$ cat config.mk
export PLATFORM = sky130hd
export DESIGN_NAME = elevator_car_controller
export DESIGN_NICKNAME = d
export VERILOG_FILES = /design/src/design/ecc_pkg.sv /design/src/design/ecc_step.sv /design/src/design/elevator_car_controller.sv
export SDC_FILE = /design/constraint.sdc
export NUM_CORES = 1
export LEC_CHECK = 0
export BUFFER_PORTS_ARGS = -buffer_cell sky130_fd_sc_hd__buf_2
export CAP_MARGIN = 25
export CORE_MARGIN = 4
export CORE_UTILIZATION = 50
export DETAILED_ROUTE_END_ITERATION = 7
export GPL_ROUTABILITY_DRIVEN = 0
export HOLD_SLACK_MARGIN = 0.02
export MAX_ROUTING_LAYER = met4
export PLACE_DENSITY = 0.8
export SLEW_MARGIN = 20
export SYNTH_ARGS = -nofsm -noshare
export SYNTH_HDL_FRONTEND = slang
export SYNTH_HIERARCHICAL = 1
export SYNTH_SLANG_ARGS = --single-unit
export TNS_END_PERCENT = 100
$ cat constraint.sdc
create_clock -name clk_i -period 7.85 [get_ports clk_i]
set_input_delay 1.1775 -clock clk_i [delete_from_list [all_inputs] [get_ports clk_i]]
set_output_delay 1.1775 -clock clk_i [all_outputs]
set_load 0.01 [all_outputs]
$ cat src/design/ecc_pkg.sv
`default_nettype none

package ecc_pkg;

  localparam int unsigned FLOORS = 4;

  localparam int unsigned DOOR_TICKS_W = 8;
  localparam logic [DOOR_TICKS_W-1:0] DOOR_TICKS_RESET = 8'd3;

  localparam logic [2:0] MODE_HOMING = 3'd0;
  localparam logic [2:0] MODE_IDLE   = 3'd1;
  localparam logic [2:0] MODE_RUN    = 3'd2;
  localparam logic [2:0] MODE_DOOR   = 3'd3;
  localparam logic [2:0] MODE_EMERG  = 3'd4;

  localparam logic [1:0] DIR_STOP = 2'd0;
  localparam logic [1:0] DIR_UP   = 2'd1;
  localparam logic [1:0] DIR_DOWN = 2'd2;

  typedef struct packed {
    logic       tick;
    logic [1:0] order_floor;
    logic       order_pending;
    logic       obstruction;
    logic       stop_button;
    logic [1:0] floor_number;
    logic       floor_valid;
  } ecc_item_t;

  typedef struct packed {
    logic [2:0] mode;
    logic       order_done;
    logic [1:0] floor_indicator;
    logic       stop_lamp;
    logic       door_lamp;
    logic [1:0] motor_direction;
  } ecc_result_t;

  typedef struct packed {
    logic [2:0] mode;
    logic [1:0] motor;
    logic       door_lamp;
    logic       stop_lamp;
    logic [1:0] floor_seen;
  } ecc_state_t;

endpackage

`default_nettype wire

$ cat src/design/ecc_step.sv
`default_nettype none

module ecc_step #(
  parameter int unsigned TIMER_BITS = 8
) (
  input  var ecc_pkg::ecc_item_t                   item_i,
  input  var ecc_pkg::ecc_state_t                  state_i,
  input  var logic [TIMER_BITS-1:0]                timer_i,
  input  var logic [ecc_pkg::DOOR_TICKS_W-1:0]     door_ticks_i,
  output ecc_pkg::ecc_state_t                      state_o,
  output logic [TIMER_BITS-1:0]                    timer_o,
  output ecc_pkg::ecc_result_t                     result_o
);

  localparam int unsigned CMP_W =
      (TIMER_BITS > ecc_pkg::DOOR_TICKS_W) ? TIMER_BITS : ecc_pkg::DOOR_TICKS_W;

  logic                  fvalid;
  logic                  here;
  logic                  timed_out;
  logic                  done;
  logic [TIMER_BITS-1:0] tm;
  logic [1:0]            lf;
  ecc_pkg::ecc_state_t   st;

  always_comb begin
    fvalid = item_i.floor_valid && (32'(item_i.floor_number) < ecc_pkg::FLOORS);
    tm     = timer_i;
    if (item_i.tick && (timer_i != {TIMER_BITS{1'b1}})) begin
      tm = timer_i + TIMER_BITS'(1);
    end
    lf        = fvalid ? item_i.floor_number : state_i.floor_seen;
    here      = item_i.order_pending && fvalid && (item_i.floor_number == item_i.order_floor);
    timed_out = CMP_W'(tm) >= CMP_W'(door_ticks_i);
    done      = 1'b0;
    st        = state_i;

    case (state_i.mode)
      ecc_pkg::MODE_IDLE, ecc_pkg::MODE_RUN, ecc_pkg::MODE_DOOR, ecc_pkg::MODE_EMERG: begin
        st.floor_seen = lf;
        if (item_i.stop_button) begin
          // latch the lamps only on entry to emergency
          if (state_i.mode != ecc_pkg::MODE_EMERG) begin
            st.motor     = ecc_pkg::DIR_STOP;
            st.stop_lamp = 1'b1;
            if (fvalid) begin
              st.door_lamp = 1'b1;
            end
          end
          st.mode = ecc_pkg::MODE_EMERG;
        end else if (state_i.mode == ecc_pkg::MODE_EMERG) begin
          st.stop_lamp = 1'b0;
          st.door_lamp = 1'b0;
          st.mode      = ecc_pkg::MODE_IDLE;
        end else if (state_i.mode == ecc_pkg::MODE_DOOR) begin
          if (timed_out && item_i.order_pending) begin
            st.door_lamp = 1'b0;
            st.motor     = (item_i.order_floor < lf) ? ecc_pkg::DIR_DOWN : ecc_pkg::DIR_UP;
            st.mode      = ecc_pkg::MODE_RUN;
          end else if (timed_out) begin
            st.door_lamp = 1'b0;
            st.mode      = ecc_pkg::MODE_IDLE;
          end else begin
            if (item_i.obstruction) begin
              tm = '0;
            end
            // pop the queue head served here and restart the door count
            if (item_i.order_pending && (item_i.order_floor == lf)) begin
              done = 1'b1;
              tm   = '0;
            end
          end
        end else if (here) begin
          st.motor     = ecc_pkg::DIR_STOP;
          st.door_lamp = 1'b1;
          st.mode      = ecc_pkg::MODE_DOOR;
          tm           = '0;
        end else if ((state_i.mode == ecc_pkg::MODE_RUN && fvalid && !item_i.order_pending) ||
                     (state_i.mode == ecc_pkg::MODE_IDLE &&
                      !(item_i.order_pending &&
                        !(fvalid && item_i.floor_number == item_i.order_floor)))) begin
          st.motor = ecc_pkg::DIR_STOP;
          st.mode  = ecc_pkg::MODE_IDLE;
        end else begin
          if (item_i.order_pending) begin
            st.motor = (item_i.order_floor < lf) ? ecc_pkg::DIR_DOWN : ecc_pkg::DIR_UP;
          end else begin
            st.motor = ecc_pkg::DIR_STOP;
          end
          st.mode = ecc_pkg::MODE_RUN;
        end
      end
      default: begin
        // homing, and any unreachable code, drive down to the first floor seen
        st.mode = ecc_pkg::MODE_HOMING;
        if (item_i.stop_button) begin
          st.motor     = ecc_pkg::DIR_STOP;
          st.stop_lamp = 1'b1;
        end else if (fvalid) begin
          st.floor_seen = item_i.floor_number;
          st.motor      = ecc_pkg::DIR_STOP;
          st.stop_lamp  = 1'b0;
          st.mode       = ecc_pkg::MODE_IDLE;
        end else begin
          st.motor     = ecc_pkg::DIR_DOWN;
          st.stop_lamp = 1'b0;
        end
      end
    endcase

    state_o                  = st;
    timer_o                  = tm;
    result_o.motor_direction = st.motor;
    result_o.door_lamp       = st.door_lamp;
    result_o.stop_lamp       = st.stop_lamp;
    result_o.floor_indicator = st.floor_seen;
    result_o.order_done      = done;
    result_o.mode            = st.mode;
  end

endmodule

`default_nettype wire

$ cat src/design/elevator_car_controller.sv
`default_nettype none

// Elevator car controller: one input item per control step, one result item per step, in
// order. An item is registered on acceptance and its result as it advances, which also
// updates the state (mode, last floor, motor, lamps, door timer); a new item is taken
// every cycle unless output backpressure stalls the input register, which holds one
// item. After reset the car drives down until a floor is sensed. The door count lives in
// a TIMER_BITS wide saturating tick counter compared against door_open_ticks, written
// through the cfg port only while the block is idle: a rule for the user, not enforced.
module elevator_car_controller #(
  parameter int unsigned TIMER_BITS = 8
) (
  input  var logic        clk_i,
  input  var logic        rst_ni,
  // [0] floor_valid, [2:1] floor_number, [3] stop_button, [4] obstruction,
  // [5] order_pending, [7:6] order_floor, [8] tick, [15:9] zero
  input  var logic [15:0] s_axis_tdata,
  input  var logic        s_axis_tvalid,
  output logic            s_axis_tready,
  // [1:0] motor_direction, [2] door_lamp, [3] stop_lamp, [5:4] floor_indicator,
  // [6] order_done, [9:7] mode, [15:10] zero
  output logic [15:0]     m_axis_tdata,
  output logic            m_axis_tvalid,
  input  var logic        m_axis_tready,
  input  var logic [7:0]  cfg_data_i,
  input  var logic        cfg_valid_i,
  output logic            cfg_ready_o
);

  logic                                 in_valid_q;
  ecc_pkg::ecc_item_t                   in_item_q;
  logic                                 out_valid_q;
  ecc_pkg::ecc_result_t                 out_res_q;
  ecc_pkg::ecc_result_t                 res_d;
  ecc_pkg::ecc_state_t                  state_q;
  ecc_pkg::ecc_state_t                  state_d;
  logic [TIMER_BITS-1:0]                timer_q;
  logic [TIMER_BITS-1:0]                timer_d;
  logic [ecc_pkg::DOOR_TICKS_W-1:0]     door_ticks_q;
  logic                                 advance;

  assign advance       = in_valid_q && (!out_valid_q || m_axis_tready);
  assign s_axis_tready = !in_valid_q || advance;
  assign cfg_ready_o   = 1'b1;
  assign m_axis_tvalid = out_valid_q;
  assign m_axis_tdata  = {6'd0, out_res_q};

  ecc_step #(
    .TIMER_BITS (TIMER_BITS)
  ) u_step (
    .item_i       (in_item_q),
    .state_i      (state_q),
    .timer_i      (timer_q),
    .door_ticks_i (door_ticks_q),
    .state_o      (state_d),
    .timer_o      (timer_d),
    .result_o     (res_d)
  );

  always_ff @(posedge clk_i or negedge rst_ni) begin
    if (!rst_ni) begin
      in_valid_q  <= 1'b0;
      out_valid_q <= 1'b0;
    end else begin
      if (s_axis_tready) begin
        in_valid_q <= s_axis_tvalid;
      end
      if (advance) begin
        out_valid_q <= 1'b1;
      end else if (m_axis_tready) begin
        out_valid_q <= 1'b0;
      end
    end
  end

  always_ff @(posedge clk_i) begin
    if (s_axis_tready && s_axis_tvalid) begin
      in_item_q <= s_axis_tdata[8:0];
    end
    if (advance) begin
      out_res_q <= res_d;
    end
  end

  always_ff @(posedge clk_i or negedge rst_ni) begin
    if (!rst_ni) begin
      state_q.mode       <= ecc_pkg::MODE_HOMING;
      state_q.motor      <= ecc_pkg::DIR_DOWN;
      state_q.door_lamp  <= 1'b0;
      state_q.stop_lamp  <= 1'b0;
      state_q.floor_seen <= 2'd0;
      timer_q            <= '0;
      door_ticks_q       <= ecc_pkg::DOOR_TICKS_RESET;
    end else begin
      if (advance) begin
        state_q <= state_d;
        timer_q <= timer_d;
      end
      if (cfg_valid_i) begin
        door_ticks_q <= cfg_data_i;
      end
    end
  end

  // a pop is only issued with the door open
  a_done_in_door: assert property (@(posedge clk_i) disable iff (!rst_ni)
    out_valid_q && out_res_q.order_done |-> out_res_q.mode == ecc_pkg::MODE_DOOR)
    else $error("order_done outside door mode");

  a_stop_lamp_motor: assert property (@(posedge clk_i) disable iff (!rst_ni)
    state_q.stop_lamp |-> state_q.motor == ecc_pkg::DIR_STOP)
    else $error("motor driven with stop lamp lit");

  a_door_lamp_motor: assert property (@(posedge clk_i) disable iff (!rst_ni)
    state_q.door_lamp |-> state_q.motor == ecc_pkg::DIR_STOP)
    else $error("motor driven with door lamp lit");

  a_hold_stalled: assert property (@(posedge clk_i) disable iff (!rst_ni)
    in_valid_q && !advance |=> in_valid_q && $stable(in_item_q) && $stable(state_q))
    else $error("stalled item or state changed");

endmodule

`default_nettype wire

==> results of run 1 <==
[sequential cells by signal, indices dropped and copies added (netlist names)]
| name | flops |
|---|---|
| in_item_q | 9 |
| door_ticks_q | 8 |
| in_valid_q | 1 |
| state_q | 9 |
| timer_q | 8 |
| m_axis_tdata | 10 |
| m_axis_tvalid | 1 |
[worst reg2reg max path: stages (launching register included)]
cell and delay, ps:
dfrtp_1 410, ha_1 200, nand3_1 120, nand2b_1 210
nand2_1 130, xor2_1 250, ha_1 290, nand2b_4 140
a2111o_1 430, a21oi_1 400, a31o_2 350, a211oi_1 90
mux2_4 270
[metrics by stage]
stage               setup WS [ps]   util  instance area, um^2  total power, uW  cells
floorplan                    4880      -                 2660              600    236
global placement             4650  0.537                 2740              619    316
detailed placement           4580  0.537                 2740              630    316
CTS                          4530  0.554                 2830              773    324
global route                 4340  0.554                 2830              828    324
finish                       4450  0.554                 2830              769    324
[worst min path at each step]
| stage | to | slack, ps | depth (start not counted) | start |
|---|---|---|---|---|
| 3_3_place_gp | door_ticks_q[2] | 490 | 1 | door_ticks_q[2] |
| 2_1_floorplan | door_ticks_q[2] | 480 | 1 | door_ticks_q[2] |
| 5_1_grt | door_ticks_q[3] | 540 | 1 | door_ticks_q[3] |
| 3_5_place_dp | door_ticks_q[4] | 500 | 1 | door_ticks_q[4] |
| 6_report | door_ticks_q[6] | 510 | 1 | door_ticks_q[6] |
| 4_1_cts | door_ticks_q[4] | 520 | 1 | door_ticks_q[4] |
[final cells by class]
cell class,instances,area share
Inverter,15,0.0199
Multi-Input combinational cell,152,0.418
Tap cell,70,0.0310
Clock buffer,6,0.0257
Timing Repair Buffer,33,0.0584
Sequential cell,46,0.442
Clock inverter,2,0.00487
[logic make-up after synthesis]
| kind of cell | Yosys count | synth area share |
|---|---|---|
| compound gates | 38 | 0.0934 |
| xor+xnor | 7 | 0.0232 |
| fa+ha+maj | 11 | 0.0522 |
| buf+inv | 38 | 0.0853 |
| flops | 46 | 0.474 |
| mux | 31 | 0.144 |
| other cells | 2 | 0.00285 |
| simple gates | 58 | 0.126 |
[power breakdown]
| group | internal, uW | switching [uW] |
|---|---|---|
| combinational | 138 | 128 |
| clock | 62.9 | 78.1 |
| sequential | 313 | 50.3 |
[per-layer routing]
layer,vias up,global-route usage
li1,830,-
met5,-,-
met1,802,0.204
met3,4,0.0336
met2,54,0.233
met4,0,0.0439
[cell usage in the layout (no fill, tap or decap), types with 2 or more instances in the layout]
cell type / count
edfxtp_1: 19
o21ai_0: 8
nor2_1: 11
mux2i_1: 3
buf_2: 33
conb_1: 7
nor2b_1: 5
nand2b_1: 3
nand2b_4: 2
xnor2_1: 3
or2_2: 3
inv_1: 15
dfstp_2: 3
a21oi_1: 13
a31o_2: 2
a211oi_1: 4
mux2_4: 9
ha_1: 11
nand4_1: 3
nand3_1: 4
dfrtp_1: 24
and2_1: 3
xor2_1: 4
nor3_1: 2
and3_1: 2
clkbuf_8: 5
mux2_2: 19
a21o_1: 2
nand2_1: 11
==> flow_summary.yaml, run 1 <==
critical_path:
  rr_startpoint: "timer_q[0]"
  critPathBufInv: 0
  critical_path_class: "reg -> reg"
  crit_chain: "ha_1, nand3_1, nand2b_1, nand2_1, xor2_1, ha_1, nand2b_4, a2111o_1, a21oi_1, a31o_2, a211oi_1, mux2_4"
  crit_top_cell: "ha_1"
  cp.depth: 12
  cp_max_fo: 8
  crit_required_ps: 8030
  slowest_delay_ps: 430
  worstSetupStartpointType: "flip-flop"
  r2r_cells: 12
  r2r_slack_ps: 4450
  critPathCapture: "timer_q[2]"
  arrival_ps: 3580
  cp-startpoint: "timer_q[0]"
  cp_slowest_cell: "a2111o_1"
  crit_path_end_kind: "flip-flop"
  worstReg2RegEnd: "timer_q[2]"
  cpLargestDelayFamily: "compound AO/OA/AOI/OAI gates"
floorplan:
  start_util: 0.517
  rows: 26
  dieArea_um2: 6500
  die_w_um: 80.6
  num_io_pins: 48
  coreArea_um2: 5110
  die_y_um: 80.6
sta:
  worst_pin_slew_ps: 623
  slew_headroom: 0.585
  max_freq_ghz: 0.294
  period_needed_ps: 3400
  whs_ps: 513
  min_period_over_period: 0.433
  setup_viol: 0
  report.final.slew_viol_count: 0
  final.setup.tns_ps: 0
  worst_clock_skew_ps: 7.66
  finalHoldViolations: 0
  rsz0062_at_grt: "false"
clocking:
  cts_root_buf: "clkbuf_8"
  cts_hold_buf: 0
  post_cts_buffers: 0
  clock_latency_ps: 300
  cts.repair.resized: 0
  clkTransAtPathRegs_ps: 80
  cts_buffer_depth: 2
  cts_buffers: 5
  cts_sinks: 46
  tritoncts: "built"
  htreeDepth: 2
min_path:
  hold_path.class: "reg -> reg"
finish:
  num-fill-cells: 441
  fin_nets: 293
  layout-drive-gt1-share: 0.323
  seq_area_um2: 1250
  num_antenna_cells: 0
  syn2layout_area_growth_pct: 7.16
  multiInputGateArea_um2: 1180
detailed_routing:
  post-route-drc-count: 0
  wl_met3_um: 268
  wl_um: 4320
  met1_length_um: 2010
  drt-initial-drc-count: 138
  via_count: 1690
  vias_per_cell: 5.22
  firstDrtPassIters: 4
  route.met2.wl_um: 2000
  final_antenna_net_count: 0
  wl_per_cell_um: 13.3
  top_layer_used: "met4"
synthesis:
  netlist_top_cells_count: "24 x dfrtp_1, 19 x edfxtp_1, 19 x mux2_2, 17 x buf_4, 15 x inv_1"
  syn_avg_cell_area_um2: 11.4
  yosysWarnings: 6
  async_flop_share: 0.587
  yosysTopAreaCell: "dfrtp_1"
  syn-instance-count: 231
  netlist_area_um2: 2640
  yosys_register_bits: 46
  yosysMostFrequentCell: "dfrtp_1"
  yosysSeqAreaShare: 0.474
  synth.area.top_cells: "dfrtp_1 23%, edfxtp_1 22%, mux2_2 8.1%, ha_1 5.2%, mux2_4 5.1%"
  synth_edf_count: 19
  synthDominantCellAreaShare: 0.228
  yosys.cell_types.count: 49
  synth_flop_cell: "dfrtp_1"
power:
  p_leak_uw: 0.00129
  power_density_nw_per_um2: 272
  vdd_drop_max_mv: 0.155
grt:
  grt_usage: 0.152
  antenna_found_initial: 0
  grt.overflow.total: 0
  grt_pass1_vias: 1685
  grt_max_degree: 28
  grt_pass1_wl_um: 7530
placement:
  dp.final_hpwl_um: 3140
  io_buffers: 33
run_status:
  status: "complete, no violations"
job:
  maxCapViolCount: 0
No activity file was read; power rests on OpenSTA's default activity.
==> inputs of run 2 (changes only) <==
- PLACE_DENSITY: 0.8 -> 0.83
- clock period: 7.85 -> 3 ns (I/O delays scaled with it)
==> run 2 against run 1 <==
  * The run now ends with setup timing left
  * Sequential cell count unchanged
  * Sequential share of layout area is 4.4 points lower
  * Critical path depth is the same
  * Via count rose by 11%
  * Cell area is 11% higher
==> flow_summary.yaml, run 2 (same netlist as run 1, synthesis figures left out) <==
finish:
  syn2layout_area_growth_pct: 19.0
  largest_reg_flops: 10
  fin_nets: 315
  num_antenna_cells: 0
  final_cell_mix: "33 x buf_2, 24 x dfrtp_1, 21 x buf_4"
  layout-drive-gt1-share: 0.446
  final_common_cell: "buf_2"
sta:
  max_freq_ghz: 0.331
  period_needed_ps: 3020
  setup_viol: 1
  worst_clock_skew_ps: 10.4
  fin_ws_ps: -24.7
  report.final.slew_viol_count: 0
  finalHoldViolations: 0
  worst_pin_slew_ps: 617
  whs_ps: 158
  rsz0062_at_grt: "true"
  min_period_over_period: 1.01
  slew_headroom: 0.589
clocking:
  cts_buffer_depth: 2
  clock_latency_ps: 300
  cts_buffers: 5
  tritoncts: "built"
  htreeDepth: 2
  cts_root_buf: "clkbuf_8"
  cts_hold_buf: 0
  cts_sinks: 46
  clkTransAtPathRegs_ps: 90
grt:
  grt_max_degree: 28
  grt_usage: 0.173
  grt_pass1_wl_um: 8380
  grt_pass1_vias: 1860
  grt.overflow.total: 0
  antenna_found_initial: 0
detailed_routing:
  vias_per_cell: 5.41
  final_antenna_net_count: 0
  via_count: 1871
  wl_per_cell_um: 15.4
  firstDrtPassIters: 5
  wl_um: 5330
  post-route-drc-count: 0
  drt-initial-drc-count: 141
placement:
  pre_cts_slack_ps: -86.5
  io_buffers: 33
  dp.final_hpwl_um: 3380
critical_path:
  arrival_ps: 3260
  cp.depth: 12
  cpLargestDelayFamily: "compound AO/OA/AOI/OAI gates"
  r2r_slack_ps: -20
  cp_slowest_cell: "dfrtp_1"
  critical_path_class: "reg -> reg"
  cp-startpoint: "timer_q[7]"
  critPathBufInv: 2
  critPathCapture: "state_q[5]"
  slowest_delay_ps: 440
  crit_chain: "and4_2, nand2b_4, buf_4, nand2_1, mux2i_1, inv_1, ha_1, a2111o_1, a21o_1, and3_4, o32a_1, mux2_2"
  rr_startpoint: "timer_q[7]"
  crit_path_end_kind: "flip-flop"
  worstReg2RegEnd: "state_q[5]"
  cp_max_fo: 4
  crit_required_ps: 3230
  r2r_cells: 12
  worstSetupStartpointType: "flip-flop"
floorplan:
  die_w_um: 80.6
  num_io_pins: 48
  start_util: 0.517
  dieArea_um2: 6500
  rows: 26
  coreArea_um2: 5110
  die_y_um: 80.6
job:
  maxCapViolCount: 0
min_path:
  hold_path.class: "in -> async"
power:
  p_leak_uw: 0.00142
  vdd_drop_max_mv: 0.515
  power_density_nw_per_um2: 721
run_status:
  violations: "setup timing"
  status: "finished, violations left"
==> run 2: changes by cell type in the layout (fill, tap and decap cells not counted), moves of 2 or more <==
| cell | change |
|---|---|
| ha_1 | -3 |
| a21oi_1 | -3 |
| o21ai_0 | -2 |
| ha_4 | +3 |
| a211oi_2 | +2 |
| a21oi_2 | +3 |
| a211oi_1 | -2 |
| buf_4 | +21 |
==> run 2: where the power goes <==
group,total [uW],switching [uW],internal (uW)
Sequential,953,134,819
Clock,449,201,248
Combinational,861,408,454
==> run 2: worst reg2reg max path, delay by kind of cell (launching register included) <==
family / cells / cell delay, ps
AOI/OAI and AO/OA: 3 / 920
and+or+nand+nor: 4 / 640
DFF: 1 / 440
muxes: 2 / 540
buffers and inverters: 2 / 200
adders and majority gates: 1 / 220
==> run 2: final cells by class <==
type | count | area (um^2)
clock buffers | 6 | 72.6
multi-input cells | 152 | 1300
well taps | 70 | 87.6
flip-flops and latches | 46 | 1250
clock inverters | 2 | 37.5
repair buffers | 55 | 334
inverters | 15 | 56.3
fillers | 378 | 1970
==> run 2: how the worst min path moves through the flow <==
stage	from	endpoint	slack, ps	cells after the start
final	rst_ni	door_ticks_q[4]	160	1
after global routing	rst_ni	state_q[3]	190	1
after CTS	rst_ni	state_q[7]	170	1
after detailed placement	rst_ni	door_ticks_q[3]	500	1
after global placement	door_ticks_q[2]	door_ticks_q[2]	490	1
after floorplan	rst_ni	door_ticks_q[2]	150	0
==> run 2: per-stage QoR <==
stage | setup TNS, ps | instances | instance area, um^2 | total power [uW] | util
after floorplan | 0 | 236 | 2660 | 1570 | -
after global placement | 0 | 324 | 2800 | 1650 | 0.549
after detailed placement | -546 | 324 | 2800 | 1690 | 0.549
after CTS | 0 | 343 | 3040 | 2180 | 0.595
after global routing | -462 | 346 | 3140 | 2420 | 0.615
final | -24.7 | 346 | 3140 | 2260 | 0.615
==> run 2: what timing repair did <==
item | in CTS | in global routing
pin swaps | 1 | 7
resized for setup | 9 | 19
setup endpoints to repair | 14 | 17
setup buffers | 11 | 3
==> run 2: routing by layer <==
metal	routed length (um)	vias to the layer above	GRT usage	share of wire
met5	0	-	-	0
met4	214	0	0.0895	0.040
met3	329	16	0.0460	0.062
met2	2580	82	0.277	0.48
met1	2210	894	0.200	0.41
li1	-	879	-	-
==> inputs of run 3 (changes only) <==
==> constraint.sdc (replaced) <==
create_clock -name clk_i -period 3 [get_ports clk_i]
set_input_delay 0.6 -clock clk_i [delete_from_list [all_inputs] [get_ports clk_i]]
set_output_delay 0.6 -clock clk_i [all_outputs]
set_load 0.01 [all_outputs]
==> run 3 against run 2 <==
  * The flow still finishes with violations (setup timing)
  * Non-clock buffer count fell by 4
  * Global-route usage grew 0.12 points
  * Sequential power is 0.5% lower
  * Worst setup slack worse by 67 ps
  * First-iteration DRC count is 2.1% lower
  * Clock skew decreased by 4.7 ps
  * Combinational power increased by 10%
  * Fmax fell by 2.2%
  * Total power is 4.0% higher
  * Hold slack improved by 150 ps
==> flow_summary.yaml, run 3 (same netlist as run 1, synthesis figures left out) <==
sta:
  fin_ws_ps: -91.6
  finalHoldViolations: 0
  setup_viol: 5
  worst_pin_slew_ps: 614
  period_needed_ps: 3090
  final.setup.tns_ps: -156
  whs_ps: 304
  max_freq_ghz: 0.323
  report.final.slew_viol_count: 0
  slew_headroom: 0.590
  worst_clock_skew_ps: 5.73
  rsz0062_at_grt: "true"
  min_period_over_period: 1.03
finish:
  utilization: 0.610
  fin_nets: 311
  layout-drive-gt1-share: 0.415
  final_common_cell: "buf_2"
  final_cells: 342
  stdcell_area_um2: 3120
  final_cell_mix: "33 x buf_2, 24 x dfrtp_1, 19 x edfxtp_1"
  syn2layout_area_growth_pct: 18.2
  num-fill-cells: 379
  largest_reg_flops: 10
  num_antenna_cells: 0
grt:
  grt_pass1_wl_um: 8420
  grt_max_degree: 28
  antenna_found_initial: 0
  grt_pass1_vias: 1812
  grt.overflow.total: 0
  grt_usage: 0.175
critical_path:
  worstSetupStartpointType: "flip-flop"
  crit_required_ps: 3240
  critPathBufInv: 1
  cpLargestDelayFamily: "compound AO/OA/AOI/OAI gates"
  cp_slowest_cell: "a2111o_1"
  cp_max_fo: 4
  critical_path_class: "reg -> reg"
  crit_path_end_kind: "flip-flop"
  arrival_ps: 3330
  slowest_delay_ps: 420
  crit_chain: "ha_2, nand3_2, nand2b_4, nand2_4, buf_12, xor2_4, ha_4, nand2b_4, a2111o_1, a21o_1, and3_4, o32a_1, mux2_4"
  rr_startpoint: "timer_q[1]"
  cp-startpoint: "timer_q[1]"
  crit_top_cell: "nand2b_4"
floorplan:
  dieArea_um2: 6500
  rows: 26
  coreArea_um2: 5110
  num_io_pins: 48
  die_y_um: 80.6
  die_w_um: 80.6
  start_util: 0.517
clocking:
  clkTransAtPathRegs_ps: 90
  cts_sinks: 46
  cts_root_buf: "clkbuf_8"
  cts_buffers: 5
  tritoncts: "built"
  htreeDepth: 2
  clock_latency_ps: 300
  cts_buffer_depth: 2
detailed_routing:
  final_antenna_net_count: 0
  wl_um: 5450
  firstDrtPassIters: 4
  wl_per_cell_um: 15.9
  post-route-drc-count: 0
  drt-initial-drc-count: 138
  via_count: 1881
  vias_per_cell: 5.50
run_status:
  status: "finished, violations left"
  violations: "setup timing"
placement:
  io_buffers: 33
  dpl_cell_area_um2: 2810
  dp.final_hpwl_um: 3330
  dp.cells: 325
power:
  power_density_nw_per_um2: 755
  p_leak_uw: 0.00142
  vdd_drop_max_mv: 0.432
job:
  maxCapViolCount: 0
min_path:
  hold_path.class: "in -> async"
[run 3: final timing paths]
path | to | cells past startpoint | slack (ps)
min reg2reg | door_ticks_q[2] | 1 | 510
min in group clk_i | in_item_q[5] | 1 | 470
max in group asynchronous | timer_q[2] | 1 | 2290
min | door_ticks_q[3] | 1 | 300
max | state_q[5] | 13 | -90
max reg2reg | state_q[5] | 13 | -90
[run 3: stage by stage]
step | total power (uW) | setup slack, ps
2_1_floorplan | 1570 | 32.0
3_5_place_dp | 1700 | -62.1
5_1_grt | 2500 | -151
6_report | 2350 | -91.6
4_1_cts | 2230 | -27.8
3_3_place_gp | 1660 | 2.77
[run 3: layer usage]
metal,global-route usage,part of all wire,vias up
li1,-,-,875
met1,0.200,0.41,903
met2,0.290,0.50,84
met3,0.0448,0.056,19
met4,0.0760,0.032,0
met5,-,0,-
[run 3: area by class of cell]
type,count,area (um^2),area share
flip-flops and latches,46,1250,0.401
multi-input cells,152,1300,0.417
clock buffers,6,72.6,0.0233
repair buffers,51,313,0.100
well taps,70,87.6,0.0281
clock inverters,2,37.5,0.0120
inverters,15,56.3,0.0181
[run 3: where the power goes]
part	internal [uW]	switching [uW]	leakage (uW)	total [uW]
registers	819	129	0.000508	948
clock network	249	208	0.0000514	457
logic	497	453	0.000860	950
total	1560	790	0.00142	2350
[run 3: repair_timing]
item                       CTS  global route
setup buffers                4             5
setup endpoints to repair   16            19
hold buffers                 0             0
pin swaps                    4             2
cloned                       0             0
gates resized for setup     11            10
